--- config.mk ---
export PLATFORM = sky130hd
export DESIGN_NAME = mfrc_core
export DESIGN_NICKNAME = d
export VERILOG_FILES = /design/src/design/mfrc_pkg.sv /design/src/design/mfrc_core.sv
export SDC_FILE = /design/constraint.sdc
export NUM_CORES = 1
export LEC_CHECK = 0
export BUFFER_PORTS_ARGS = -buffer_cell sky130_fd_sc_hd__buf_2
export CAP_MARGIN = 20
export CELL_PAD_IN_SITES_DETAIL_PLACEMENT = 1
export CELL_PAD_IN_SITES_GLOBAL_PLACEMENT = 1
export CORE_ASPECT_RATIO = 1.2
export CORE_UTILIZATION = 30
export CTS_BUF_LIST = sky130_fd_sc_hd__clkbuf_4
export CTS_CLUSTER_DIAMETER = 30
export DETAILED_ROUTE_END_ITERATION = 8
export PLACE_DENSITY_LB_ADDON = 0.1
export SETUP_SLACK_MARGIN = 0.1
export SYNTH_ARGS = -nofsm -noshare
export SYNTH_HDL_FRONTEND = slang
export SYNTH_SLANG_ARGS = --single-unit
--- constraint.sdc ---
create_clock -name clk -period 4.2 [get_ports clk]
set_input_delay 0.42 -clock clk [delete_from_list [all_inputs] [get_ports clk]]
set_output_delay 0.42 -clock clk [all_outputs]
set_load 0.05 [all_outputs]
--- src/design/mfrc_pkg.sv ---
// Shared types, constants and the CRC-16/MODBUS byte update for the force response checker.
`timescale 1ns / 1ps

package mfrc_pkg;

	// Frame and channel geometry
	localparam int FRAME_BYTES = 9;
	localparam int CHANNELS    = 2;
	localparam int CH_W        = 1;
	localparam int POS_W       = 4;

	// Byte positions inside a response frame
	localparam logic [POS_W-1:0] POS_ADDR       = POS_W'(0);
	localparam logic [POS_W-1:0] POS_FUNC       = POS_W'(1);
	localparam logic [POS_W-1:0] POS_COUNT      = POS_W'(2);
	localparam logic [POS_W-1:0] POS_DATA_FIRST = POS_W'(3);
	localparam logic [POS_W-1:0] POS_DATA_LAST  = POS_W'(6);
	localparam logic [POS_W-1:0] POS_LAST       = POS_W'(FRAME_BYTES - 1);

	// CRC-16/MODBUS, reflected
	localparam logic [15:0] CRC_INIT = 16'hFFFF;
	localparam logic [15:0] CRC_POLY = 16'hA001;

	// Fixed byte count of a two-register read response
	localparam logic [7:0] BYTE_COUNT = 8'h04;

	// Register reset values
	localparam logic [7:0] EXP_ADDR_RESET = 8'h01;
	localparam logic [7:0] EXP_FUNC_RESET = 8'h03;

	// APB address width: two 32-bit registers at byte offsets 0 and 4
	localparam int PADDR_W = 3;

	typedef enum logic [0:0] {
		REG_EXP_ADDR = 1'b0,
		REG_EXP_FUNC = 1'b1
	} reg_idx_t;

	typedef enum logic [1:0] {
		CMD_RX      = 2'd0,
		CMD_RESTART = 2'd1,
		CMD_REQUEST = 2'd2
	} cmd_t;

	typedef struct packed {
		cmd_t             command;
		logic [CH_W-1:0]  channel;
		logic [7:0]       rx_byte;
	} in_item_t;

	typedef struct packed {
		logic               frame_done;
		logic               frame_ok;
		logic [CH_W-1:0]    done_channel;
		logic signed [31:0] left_force;
		logic signed [31:0] right_force;
		logic               left_ready;
		logic               right_ready;
	} out_item_t;

	typedef struct packed {
		logic [7:0] expected_address;
		logic [7:0] expected_function;
	} cfg_t;

	// One received byte through the CRC, LSB first
	function automatic logic [15:0] crc_byte(input logic [15:0] crc, input logic [7:0] b);
		logic [15:0] c;
		c = crc ^ {8'h00, b};
		for (int k = 0; k < 8; k++) begin
			c = c[0] ? ((c >> 1) ^ CRC_POLY) : (c >> 1);
		end
		return c;
	endfunction

endpackage

--- src/design/mfrc_core.sv ---
// Per-channel framing state, CRC check, force latch and result formation.
`timescale 1ns / 1ps

module mfrc_core (
	input  logic                 clk,
	input  logic                 arst_n,
	input  logic                 advance,
	input  mfrc_pkg::in_item_t   item,
	input  mfrc_pkg::cfg_t       cfg,
	output mfrc_pkg::out_item_t  res
);
	import mfrc_pkg::*;

	// Channel state
	logic [POS_W-1:0] pos_q   [CHANNELS];
	logic [15:0]      crc_q   [CHANNELS];
	logic             hdr_q   [CHANNELS];
	logic [31:0]      shift_q [CHANNELS];
	logic [31:0]      force_q [CHANNELS];
	logic             ready_q [CHANNELS];

	logic [POS_W-1:0] pos_nx   [CHANNELS];
	logic [15:0]      crc_nx   [CHANNELS];
	logic             hdr_nx   [CHANNELS];
	logic [31:0]      shift_nx [CHANNELS];
	logic [31:0]      force_nx [CHANNELS];
	logic             ready_nx [CHANNELS];

	logic [CH_W-1:0] ch;
	logic [15:0]     crc_new;
	logic            done;
	logic            ok;

	assign ch      = item.channel;
	assign crc_new = crc_byte(crc_q[ch], item.rx_byte);

	// Next state of the addressed channel; the others hold
	always_comb begin
		for (int c = 0; c < CHANNELS; c++) begin
			pos_nx[c]   = pos_q[c];
			crc_nx[c]   = crc_q[c];
			hdr_nx[c]   = hdr_q[c];
			shift_nx[c] = shift_q[c];
			force_nx[c] = force_q[c];
			ready_nx[c] = ready_q[c];
		end
		done = 1'b0;
		ok   = 1'b0;

		unique case (item.command)
			CMD_RX: begin
				crc_nx[ch] = crc_new;
				if (pos_q[ch] == POS_ADDR && item.rx_byte != cfg.expected_address) begin
					hdr_nx[ch] = 1'b0;
				end else if (pos_q[ch] == POS_FUNC
						&& item.rx_byte != cfg.expected_function) begin
					hdr_nx[ch] = 1'b0;
				end else if (pos_q[ch] == POS_COUNT && item.rx_byte != BYTE_COUNT) begin
					hdr_nx[ch] = 1'b0;
				end else if (pos_q[ch] >= POS_DATA_FIRST && pos_q[ch] <= POS_DATA_LAST) begin
					shift_nx[ch] = {shift_q[ch][23:0], item.rx_byte};
				end

				if (pos_q[ch] >= POS_LAST) begin
					// frame complete: judge it, then restart framing
					done = 1'b1;
					if (hdr_q[ch] && crc_new == 16'h0000) begin
						ok           = 1'b1;
						force_nx[ch] = shift_q[ch];
						ready_nx[ch] = 1'b1;
					end else begin
						ready_nx[ch] = 1'b0;
					end
					pos_nx[ch]   = '0;
					crc_nx[ch]   = CRC_INIT;
					hdr_nx[ch]   = 1'b1;
					shift_nx[ch] = '0;
				end else begin
					pos_nx[ch] = pos_q[ch] + POS_W'(1);
				end
			end
			CMD_RESTART: begin
				pos_nx[ch]   = '0;
				crc_nx[ch]   = CRC_INIT;
				hdr_nx[ch]   = 1'b1;
				shift_nx[ch] = '0;
			end
			CMD_REQUEST: begin
				ready_nx[ch] = 1'b0;
			end
			default: begin
			end
		endcase
	end

	// State registers, written when the item moves on to the result register
	always_ff @(posedge clk or negedge arst_n) begin
		if (!arst_n) begin
			for (int c = 0; c < CHANNELS; c++) begin
				pos_q[c]   <= '0;
				crc_q[c]   <= CRC_INIT;
				hdr_q[c]   <= 1'b1;
				shift_q[c] <= '0;
				force_q[c] <= '0;
				ready_q[c] <= 1'b0;
			end
		end else if (advance) begin
			for (int c = 0; c < CHANNELS; c++) begin
				pos_q[c]   <= pos_nx[c];
				crc_q[c]   <= crc_nx[c];
				hdr_q[c]   <= hdr_nx[c];
				shift_q[c] <= shift_nx[c];
				force_q[c] <= force_nx[c];
				ready_q[c] <= ready_nx[c];
			end
		end
	end

	// Result reflects state after this item
	assign res.frame_done   = done;
	assign res.frame_ok     = ok;
	assign res.done_channel = ch;
	assign res.left_force   = force_nx[0];
	assign res.right_force  = force_nx[1];
	assign res.left_ready   = ready_nx[0];
	assign res.right_ready  = ready_nx[1];

	// Checks
	for (genvar g = 0; g < CHANNELS; g++) begin : g_chk
		a_pos_range: assert property (@(posedge clk) disable iff (!arst_n)
			pos_q[g] <= POS_LAST)
			else $error("byte position past frame end");

		a_restart: assert property (@(posedge clk) disable iff (!arst_n)
			advance && ch == CH_W'(g) && item.command == CMD_RESTART
			|=> pos_q[g] == '0 && crc_q[g] == CRC_INIT && hdr_q[g])
			else $error("receive error did not restart framing");

		a_accept: assert property (@(posedge clk) disable iff (!arst_n)
			advance && ch == CH_W'(g) && ok
			|=> ready_q[g] && force_q[g] == $past(shift_q[g]) && pos_q[g] == '0)
			else $error("accepted frame not latched");
	end

endmodule

==> results of run 1 <==
[worst paths after layout]
| path | end | slack [ns] | cells after the start |
|---|---|---|---|
| worst max register to register | force_q[10] | 0.71 | 13 |
| min in group asynchronous | shift_q[61] | 0.48 | 2 |
| worst min register to register | flip-flop | 0.50 | 1 |
| worst max-delay path | res[33] | -0.19 | 13 |
| max in group asynchronous | asynchronous set/reset pin | 2.67 | 3 |
| worst min-delay path | flip-flop | 0.14 | 3 |
[repair_timing]
action / in CTS / in global routing
endpoints found under the hold margin: 100 / 0
hold buffers: 1 / 0
pin swaps: 4 / 0
gates resized for setup: 125 / 2
setup endpoints to repair: 66 / 66
buffers inserted: 3 / 0
[power by group]
group	internal (mW)	switching [mW]
combinational	0.551	0.620
sequential	1.97	0.191
clock	0.425	0.634
total	2.94	1.45
[per-stage QoR]
stage / util, % / cell area (um2)
finish: 37.06 / 9766
global route: 37.06 / 9766
CTS: 37.02 / 9756
detailed placement: 34.25 / 9024
global placement: 34.25 / 9024
floorplan: - / 8073
[cell type report]
class                      count  area (um2)  share of cell area [%]
sequential                   172        4347                   44.51
multi-input combinational    385        3456                   35.39
tap                          335       419.2                   4.292
antenna                        1       2.502                 0.02562
clock inverter                15       183.9                   1.883
clock buffer                  17       127.6                   1.307
timing repair buffer         131        1204                   12.33
inverter                       7       26.28                  0.2691
[cells by family after synthesis]
logic type / synth area share [%]
xor gates and xnor gates: 4.603
and+or+nand+nor: 5.177
muxes: 19.59
AOI/OAI and AO/OA: 12.46
buffers and inverters: 3.549
adders and majority gates: 0.7750
DFF: 53.84
[routing by layer]
layer  up-vias  track usage (%)  part of all wire, %
met5         -                0                    0
li1       2455                -                    -
met4         0            5.386                  1.4
met1      2810            22.33                   45
met2        67            28.22                   51
met3        20            3.015                  2.5
[synthesized netlist by cell type, types with 3 or more instances]
cell type / n / share of area (%)
dfrtp_1: 138 / 43
mux2_2: 128 / 18
a22o_1: 70 / 7.6
dfstp_2: 34 / 11
xnor2_1: 31 / 3.4
clkbuf_1: 24 / 1.1
o22a_1: 22 / 2.4
nor2_1: 21 / 0.98
mux2i_1: 14 / 1.7
nand2_1: 13 / 0.60
a21oi_1: 12 / 0.74
buf_6: 10 / 1.4
nor3_1: 9 / 0.56
buf_2: 7 / 0.43
inv_1: 7 / 0.33
o21ai_0: 7 / 0.43
xor2_1: 7 / 0.76
ha_1: 5 / 0.77
nand4_1: 5 / 0.39
nand4_2: 4 / 0.62
and2_1: 3 / 0.23
and3_1: 3 / 0.23
buf_4: 3 / 0.28
[worst register-to-register path, cell delays in order (launching register included)]
cell     delay, ns
dfstp_2       0.56
mux2i_1       0.10
xnor2_1       0.24
xnor2_1       0.20
xnor2_1       0.11
xnor2_1       0.25
ha_1          0.31
xnor2_1       0.16
a211o_1       0.31
nor4_4        0.22
buf_4         0.18
nand4_2       0.09
buf_4         0.32
mux2_2        0.33
==> run metrics, run 1 <==
static leakage power=4.714 nW; IO Count=99; clock tree buffer depth=2; fill cell count=2,820; slew margin rel.=31.08%; layout cell share with drive strength beyond 1=45.94%; # DRC=0; hold_sp=item[9]; predominant post-synthesis flop cell=dfrtp_1; GR Overflow Total=0; DP Cell Count=1,026; commonest cells after routing, fill and taps aside=dfrtp_1, mux2_2, a22o_1, buf_6, dfstp_2; post-layout min period=4.385 ns; number of flops mapped to enable cells by yosys=0; Mean Syn Cell Area=13.28 um2; mapped cell area=8073 um2; Initial DRC Count=250; first-pass GRT wire length=34,980 um; final hold vios=0; initial core utilization=30.64%; Slew @ Worst Pin=1.034 ns; CP Buf/Inv Count=2; outcome=finished with violations; GRT Total Usage=17.04%; Vias=5,352; Row Count=65; vias in the first global route=5,846; DIE HEIGHT=181.7 um; number of nets in the layout=749; pin count of the biggest net entering global routing=108; Setup CP Type=flip-flop to primary output; Clock transition at path regs=0.16 ns; Peak supply drop=274.7 uV; wirelength, routed=21,870 um; WL/cell=20.57 um; Synth async-reset ratio=100.0%; CP max-delay cell=dfstp_2; setup ws final=-0.1851 ns; RSZ-0062 raised after global routing=yes; Crit path max-delay family=XOR/XNOR gates; routability cong.=0.7885; Fmax=0.2280 GHz; CTS buffer count=17; port bufs=98; cells after synthesis=608; max incr delay on CP=0.56 ns; syn nets=643; critical path cell sequence=mux2i_1 > xnor2_1 > xnor2_1 > xnor2_1 > xnor2_1 > ha_1 > xnor2_1 > a211o_1 > nor4_4 > nand4_2 > buf_12 > mux2_2 > buf_4; CTS tree=yes; die area=27,570 um2; Slew Viols, Final=0; HP Class=input port to flip-flop; Antenna Violating Nets Remaining=0; Crit path required time=3.78 ns; Syn. warnings=0; CP most frequent cell=xnor2_1; most common cell after layout, fill and taps aside=dfrtp_1; die width=151.7 um; Final Cycle Share=104.4%; element type at the critical path start=flip-flop; Cell variety after synth=48; dpl ws=0.02383 ns; Post-Layout Cell Count=1,063; CP endpoint kind=primary output; area delta synth->final=20.97%; TNS Setup=-8.658 ns; final setup violation count=64; sequential area share after synthesis=53.84%; Synth Register Bits=172; Clock Latency Late Sink=0.58 ns; Tot Pwr=4.387 mW; CORE AREA=26,350 um2; CTS sink count=172; antenna violations before repair=1; worst hold slack=0.1397 ns; DP HPWL=14,770 um; Initial DRT Pass Iterations=4; Crit Path Max Fanout=33; Setup Skew=0.02167 ns; PwrDens=449.3 nW/um2; critical path data arrival time=3.97 ns; Max-Cap Viols=0; failing checks=negative setup slack; CTS HTree Levels=4; root buffer cell=clkbuf_4; drt via density=5.035
(Power assumes the default switching activity.)
==> inputs of run 2 (changes only) <==
MAX_ROUTING_LAYER = met4   (was unset)
==> run metrics, run 2 (synthesis gave the netlist of run 1 again) <==
CP max-delay cell=dfstp_2; Crit. path cell count=13 (unchanged); first-pass GRT wire length=34,980 um (unchanged); CTS tree=yes; Max-Cap Viols=0 (unchanged); wirelength, routed=21,850 um (about the same); Setup Skew=0.02438 ns (+0.002708 ns); die area=27,570 um2 (unchanged); layout cell share with drive strength beyond 1=45.94% (unchanged); Net Sw Frac=32.93% (about the same); Fmax=0.2281 GHz (about the same); CORE AREA=26,350 um2 (unchanged); max incr delay on CP=0.56 ns (about the same); Final Cycle Share=104.4% (about the same); CP endpoint kind=primary output; met2 wire len=11,160 um (-0.44%); failing checks=negative setup slack; clock tree buffer depth=2 (unchanged); R2R setup slack=0.71 ns (about the same); WL/cell=20.55 um (about the same); DP Area=9024 um2 (unchanged); design area=9766 um2 (unchanged); worst flop-to-flop path endpoint=force_q[10]; critical path data arrival time=3.96 ns (about the same); DRT met1 WL=9854 um (+0.33%); antenna violations before repair=1 (unchanged); top sig layer=met4; die width=151.7 um (unchanged); area delta synth->final=20.97% (unchanged); Crit Path Max Fanout=33 (unchanged); commonest cells after routing, fill and taps aside=dfrtp_1, mux2_2, a22o_1, buf_6, dfstp_2; HP Class=input port to flip-flop; Comb pwr share=26.8% (about the same); PwrDens=449.2 nW/um2 (about the same); static leakage power=4.714 nW (unchanged); vias in the first global route=5,852 (+0.10%); routability cong.=0.7996 (+1.4%); number of nets in the layout=749 (unchanged); wire length on met3=556 um (+3.3%); port bufs=98 (unchanged); Clock transition at path regs=0.16 ns (about the same); initial core utilization=30.64% (unchanged); pin count of the biggest net entering global routing=108 (unchanged); CTS HTree Levels=4 (unchanged); setup ws final=-0.1839 ns (+0.001189 ns); Power Internal=2.942 mW (unchanged); drt via density=5.053 (+0.36%); DIE HEIGHT=181.7 um (unchanged); register area=4347 um2 (unchanged); Peak supply drop=274.6 uV (about the same); Reg power frac=49.2% (about the same); CTS sink count=172 (unchanged); TNS Setup=-8.402 ns (+0.2554 ns); r2r worst-path depth=13 (unchanged); Vias=5,371 (+0.36%); IO Count=99 (unchanged); Initial DRC Count=244 (-2.4%); root buffer cell=clkbuf_4; # DRC=0 (unchanged); final hold vios=0 (unchanged); CP most frequent cell=xnor2_1; Crit path max-delay family=XOR/XNOR gates; critical path cell sequence=mux2i_1 > xnor2_1 > xnor2_1 > xnor2_1 > xnor2_1 > ha_1 > xnor2_1 > a211o_1 > nor4_4 > nand4_2 > buf_12 > mux2_2 > buf_4; Clock Latency Late Sink=0.58 ns (about the same); DP HPWL=14,770 um (unchanged); Slew @ Worst Pin=1.027 ns (-0.007198 ns); final setup violation count=64 (unchanged); GR Overflow Total=0 (unchanged); GRT Total Usage=17.58% (+0.54 points); Slew Viols, Final=0 (unchanged); Antenna Violating Nets Remaining=0 (unchanged); RSZ-0062 raised after global routing=yes; Initial DRT Pass Iterations=4 (unchanged); CP Buf/Inv Count=2 (unchanged); post-layout min period=4.384 ns (-0.001189 ns); Min-Delay Path Depth=3 (unchanged); Crit path required time=3.78 ns (about the same); Row Count=65 (unchanged); most common cell after layout, fill and taps aside=dfrtp_1; outcome=finished with violations; element type at the critical path start=flip-flop; Multi-input gate area=3456 um2 (unchanged); switching power of the nets=1.445 mW (about the same); hold_sp=item[9]; Clk pwr share=24.1% (about the same); Setup CP Type=flip-flop to primary output; fill cell count=2,819 (-0.035%); CTS buffer count=17 (unchanged); slew margin rel.=31.56% (+0.48 points)
==> run 2: cell type report <==
| cell class | instances | share of cell area [%] |
|---|---|---|
| sequential | 172 | 44.51 |
| multi-input combinational | 385 | 35.39 |
| timing repair buffer | 131 | 12.33 |
| tap | 335 | 4.292 |
| clock inverter | 15 | 1.883 |
| clock buffer | 17 | 1.307 |
| inverter | 7 | 0.2691 |
| antenna | 1 | 0.02562 |
==> run 2: how the worst max path moves through the flow <==
| stage | start | to |
|---|---|---|
| finish | flip-flop | res[33] |
| global route | flip-flop | res[3] |
| CTS | flip-flop | res[9] |
| detailed placement | item[8] | res[9] |
| global placement | item[8] | res[9] |
| floorplan | item[8] | res[10] |
==> run 2: worst reg2reg max path, cell delays in order, from the launching register on <==
cell     delay, ns
dfstp_2       0.56
mux2i_1       0.10
xnor2_1       0.24
xnor2_1       0.20
xnor2_1       0.11
xnor2_1       0.25
ha_1          0.31
xnor2_1       0.16
a211o_1       0.31
nor4_4        0.22
buf_4         0.18
nand4_2       0.09
buf_4         0.31
mux2_2        0.34
==> run 2: through the flow <==
stage	hold WS (ns)	instances	utilization (%)	power [mW]	setup WS (ns)
6_report	0.1350	1063	37.06	4.387	-0.1839
5_1_grt	0.1112	1063	37.06	4.657	-0.4513
4_1_cts	0.07879	1062	37.02	4.462	-0.2802
3_5_place_dp	0.4881	1026	34.25	3.348	0.02383
3_3_place_gp	0.4815	1026	34.25	3.322	0.07215
2_1_floorplan	0.1244	608	-	2.903	0.3992
==> run 2: timing repair <==
action                                  in CTS  in global routing
setup buffers                                3                  0
gates cloned                                 0                  0
hold buffers                                 1                  0
pin swaps                                    4                  0
gates resized for setup                    125                  2
endpoints found under the hold margin      100                  0
endpoints found under the setup margin      66                 66
==> run 2: power groups by stage <==
stage | combinational, mW | clock [mW] | sequential, mW
finish | 1.17 | 1.06 | 2.16
global route | 1.29 | 1.18 | 2.19
CTS | 1.19 | 1.11 | 2.16
detailed placement | 1.16 | 0 | 2.19
global placement | 1.14 | 0 | 2.18
floorplan | 0.788 | 0 | 2.11
==> run 2: layer usage <==
layer  GRT usage (%)  up-vias
met5               -        -
met4           5.267        0
met3           3.241       17
met2           28.04       72
met1           22.51     2827
li1                -     2455
